[src/indexed_max_heap_update_macros.svh]
// assertion macros for the indexed heap block
`ifndef INDEXED_MAX_HEAP_UPDATE_MACROS_SVH
`define INDEXED_MAX_HEAP_UPDATE_MACROS_SVH
// assert that a implies b at every edge out of reset
`define IMH_ASSERT_IMPL(label, clk, rst_n, a, b) \
    label: assert property (@(posedge clk) disable iff (!rst_n) (a) |-> (b)) \
        else $error("assertion failed");
// assert that a implies b in the following cycle
`define IMH_ASSERT_NEXT(label, clk, rst_n, a, b) \
    label: assert property (@(posedge clk) disable iff (!rst_n) (a) |=> (b)) \
        else $error("assertion failed");
`endif

[src/imh_pkg.sv]
`timescale 1ns / 1ps
// ----------------------------------------------------------------------------
// imh_pkg
// shared types and constants for the indexed max-heap
// ----------------------------------------------------------------------------
package imh_pkg;
    localparam int KeyBits  = 8;
    localparam int Capacity = 256;
    localparam int SlotBits = $clog2(Capacity);
    localparam int CntBits  = $clog2(Capacity + 1);
    localparam int PrioBits = 32;
    localparam int EntBits  = KeyBits + PrioBits;
    localparam int QDepth   = 2;

    localparam logic [1:0] CmdInsert = 2'd0;
    localparam logic [1:0] CmdErase  = 2'd1;
    localparam logic [1:0] CmdPop    = 2'd2;

    typedef struct packed {
        logic [1:0]          cmd;
        logic [KeyBits-1:0]  key;
        logic [PrioBits-1:0] prio;
    } t_cmd;

    typedef enum logic [4:0] {
        S_IDLE, S_KP_RD, S_KP_WT, S_DISPATCH,
        S_LAST_RD, S_LAST_WT, S_FILL,
        S_TOP_RD, S_TOP_WT,
        S_UP_RD, S_UP_WT, S_UP_CMP,
        S_DN_RD, S_DN_WT, S_DN_CMP,
        S_SW_A, S_SW_B,
        S_RES_RD, S_RES_WT, S_OUT
    } t_state;

    // a ranks above b: higher priority, then larger key
    function automatic logic ranks_above(input logic [EntBits-1:0] a,
                                         input logic [EntBits-1:0] b);
        logic signed [PrioBits-1:0] pa, pb;
        pa = a[PrioBits-1:0];
        pb = b[PrioBits-1:0];
        if (pa != pb) return pa > pb;
        return a[EntBits-1:PrioBits] > b[EntBits-1:PrioBits];
    endfunction
endpackage

[src/imh_front.sv]
`timescale 1ns / 1ps
// ----------------------------------------------------------------------------
// imh_front
// input stage and command queue feeding the heap engine
// ----------------------------------------------------------------------------
module imh_front (
    input  logic                 i_clk,
    input  logic                 i_rst_n,
    input  logic                 i_valid,
    output logic                 o_ready,
    input  logic [1:0]           i_cmd,
    input  logic [7:0]           i_item_key,
    input  logic signed [31:0]   i_item_priority,
    output logic                 o_q_valid,
    input  logic                 i_q_pop,
    output imh_pkg::t_cmd        o_q_data
);
    import imh_pkg::*;

    localparam int PtrBits = $clog2(QDepth);
    t_cmd r_q [QDepth];
    logic [PtrBits-1:0] r_wp, r_rp;
    logic [PtrBits:0]   r_cnt;
    logic push;
    t_cmd in_cmd;

    // classify: key trimmed to the key width
    always_comb begin
        in_cmd.cmd  = i_cmd;
        in_cmd.key  = i_item_key[KeyBits-1:0];
        in_cmd.prio = i_item_priority;
    end

    assign o_ready   = (r_cnt < (PtrBits+1)'(QDepth));
    assign push      = i_valid && o_ready;
    assign o_q_valid = (r_cnt != '0);
    assign o_q_data  = r_q[r_rp];

    // queue pointers
    always_ff @(posedge i_clk) begin
        if (!i_rst_n) begin
            r_wp <= '0;
            r_rp <= '0;
            r_cnt <= '0;
        end else begin
            if (push) r_wp <= r_wp + 1'b1;
            if (i_q_pop) r_rp <= r_rp + 1'b1;
            r_cnt <= r_cnt + (PtrBits+1)'(push) - (PtrBits+1)'(i_q_pop);
        end
    end

    // queue storage
    always_ff @(posedge i_clk) begin
        if (push) r_q[r_wp] <= in_cmd;
    end
endmodule

[config.mk]
export PLATFORM = sky130hd
export DESIGN_NAME = imh_front
export DESIGN_NICKNAME = d
export VERILOG_FILES = /design/src/indexed_max_heap_update_macros.svh /design/src/imh_pkg.sv /design/src/imh_front.sv
export SDC_FILE = /design/constraint.sdc
export NUM_CORES = 1
export LEC_CHECK = 0
export BUFFER_PORTS_ARGS = -buffer_cell sky130_fd_sc_hd__buf_2
export CAP_MARGIN = 20
export CORE_AREA = 2 2 98 81
export DETAILED_ROUTE_END_ITERATION = 12
export DIE_AREA = 0 0 100 83
export PLACE_DENSITY = 0.72
export SLEW_MARGIN = 20
export SYNTH_ARGS = -nofsm -noshare
export SYNTH_HDL_FRONTEND = slang
export SYNTH_SLANG_ARGS = --single-unit
export TNS_END_PERCENT = 30
[constraint.sdc]
create_clock -name i_clk -period 2.7 [get_ports i_clk]
set_input_delay 0.135 -clock i_clk [delete_from_list [all_inputs] [get_ports i_clk]]
set_output_delay 0.135 -clock i_clk [all_outputs]
set_load 0.01 [all_outputs]
==> results.cfg <==
[global_route]
grt_pass1_wl_um = 9700
grt_pass1_vias = 1948
gr-usage-all-layers = 0.155
grt_max_degree = 21
grt_overflow = 0
antenna_found_initial = 0

[setup_path]
cp-end-kind = primary output
path_class = register to primary output
path_cells = buf_4, mux2_2, buf_2
crit_slowest_cell = dfxtp_2
start_kind = register
path_max_fanout = 19
required_ns = 2.57
worstPathArrival_ns = 1.82
max_stage_delay_ns = 0.64

[routing]
drc = 0
wl_um = 6200
dr_total_vias = 1848
drtIter0Drc = 84
drt_first_pass_iters = 4
via_per_inst = 4.71
routedWlPerCell_um = 15.8
postRouteAntennaNets = 0

[floorplanning]
start_util = 0.445
die_h_um = 83
core_area_mm2 = 0.00729
die-area_mm2 = 0.00830
fp-row-count = 28
fp.dieW_um = 100
pin_count = 90

[yosys]
syn-cell-area_mm2 = 0.00324
syn_area_per_cell_um2 = 21.0
synth_edf_count = 84
ys_seq_area_frac = 0.809
syn-num-nets = 201
ys_async_sr_fraction = 0
synthFlopType = edfxtp_1
netlist_instances = 154
ys_seq_elements = 89
synth.distinct_cells = 18
yosys_warnings = 0

[clocking]
cts_tree = yes
cts-root-buf = clkbuf_8
ctsHtreeMaxLevel = 3
worstSkewPairLatency_ns = 0.34
path_clk_slew_ns = 0.08
cts_setup_buffers = 0
cts_buffers = 9
cts_resized = 0
cts.sinks = 89
clock_path_buffers = 2

[placed_design]
place_congestion = 0.718
post-dp-hpwl_um = 3940
portBuffers = 89

[layout]
drive_above_1_share = 0.513
register_area_mm2 = 0.00262
nets = 344
multi_input_area_um2 = 598
fillers = 560
diodes = 0
area_delta_synth_final_pct = 38.3

[timing]
rsz0062_at_grt = no
worstMarginPinSlew_ns = 0.603
tns_ns = 0
setup_viol = 0
hold_slack_ns = 0.0637
min_period_ns = 1.96
skew_ns = 0.00670
period_share = 0.726
slew_headroom = 0.597
final_hold_viol_count = 0
clock.fmax_ghz = 0.510
drv_slew = 0

[outcome]
status = finished clean

[job]
cap_violations = 0

[power_and_ir_drop]
p_leak_nw = 1.71
pwr_density_cell_mw_per_mm2 = 695
ir_drop_mv = 0.336

[min_path]
hp-class = input port to register
[cell families (layout without fill, tap and decap cells)]
kind of cell / count (synthesis) / count (layout) / synth area share
buf+inv: 6 / 154 / 0.00888
xor+xnor: 2 / 2 / 0.00541
compound gates: 2 / 2 / 0.00386
mux: 42 / 42 / 0.146
simple gates: 12 / 12 / 0.0228
flops: 89 / 89 / 0.809
fa+ha+maj: 1 / 1 / 0.00386
[Yosys cell counts (2+ instances only)]
| cell type | count | area [um2] |
|---|---|---|
| mux2_2 | 42 | 473 |
| and2_1 | 4 | 25.0 |
| and3_1 | 2 | 12.5 |
| dfxtp_1 | 5 | 100 |
| buf_2 | 5 | 25.0 |
| edfxtp_1 | 84 | 2520 |
[registers in the layout (all words and copies together), names as in the netlist, named ones only]
register  flops
r_cnt         2
r_wp          1
r_q          84
r_rp          1
[stage by stage]
| step | instances | utilization | worst slack (ns) | power, mW | cell area [um2] |
|---|---|---|---|---|---|
| after floorplan | 154 | - | 0.667 | 1.89 | 3240 |
| after global placement | 334 | 0.525 | 1.03 | 2.05 | 3830 |
| after detailed placement | 334 | 0.525 | 0.987 | 2.07 | 3830 |
| after CTS | 392 | 0.615 | 0.698 | 3.15 | 4480 |
| after global routing | 392 | 0.615 | 0.623 | 3.26 | 4480 |
| final | 392 | 0.615 | 0.741 | 3.12 | 4480 |
[power by group]
group / switching (mW) / total [mW] / internal, mW
sequential: 0.0355 / 1.66 / 1.62
clock: 0.429 / 1.04 / 0.610
combinational: 0.202 / 0.420 / 0.218
total: 0.666 / 3.12 / 2.45
[critical path: cells and delay by family, from the launching register on]
kind	cells	cell delay (ns)
buffers and inverters	2	0.46
DFF	1	0.64
muxes	1	0.37
[timing repair]
| item | in CTS | in global routing |
|---|---|---|
| hold buffers | 42 | 0 |
| hold endpoints to repair | 84 | 0 |
| endpoints found under the setup margin | 0 | 0 |
[final cells by class]
cell class / instances / share of cell area
Clock buffer: 10 / 0.0285
Clock inverter: 6 / 0.0237
Inverter: 1 / 0.000837
Multi-Input combinational cell: 59 / 0.133
Sequential cell: 89 / 0.585
Tap cell: 90 / 0.0251
Timing Repair Buffer: 137 / 0.203
[per-layer routing]
layer | GRT usage | vias to the layer above | wire, um
met1 | 0.208 | 875 | 2920
li1 | - | 883 | -
met3 | 0.0547 | 9 | 460
met4 | 0.0448 | 0 | 70
met5 | 0 | - | 0
met2 | 0.242 | 81 | 2750
[worst paths after layout]
| check | from | end | slack, ns | cells after the start |
|---|---|---|---|---|
| worst max-delay path | register | o_q_data[29] | 0.74 | 3 |
| worst max register to register | r_cnt[1]$_SDFF_PN0_ | r_q[0][26]$_DFFE_PP_ | 1.01 | 3 |
| worst min register to register | r_rp$_SDFFE_PN0P_ | register | 0.57 | 2 |
| worst min-delay path | i_rst_n | r_wp$_SDFFE_PN0P_ | 0.06 | 2 |
[cells in the final DEF (no fill, tap or decap), types with 3 or more instances in the layout]
master / n
clkbuf_8: 9
bufinv_16: 3
buf_4: 6
mux2_2: 42
and2_1: 4
dfxtp_1: 4
buf_2: 89
dlygate4sd3_1: 42
edfxtp_1: 84
Power figures use the tool's default switching activity.
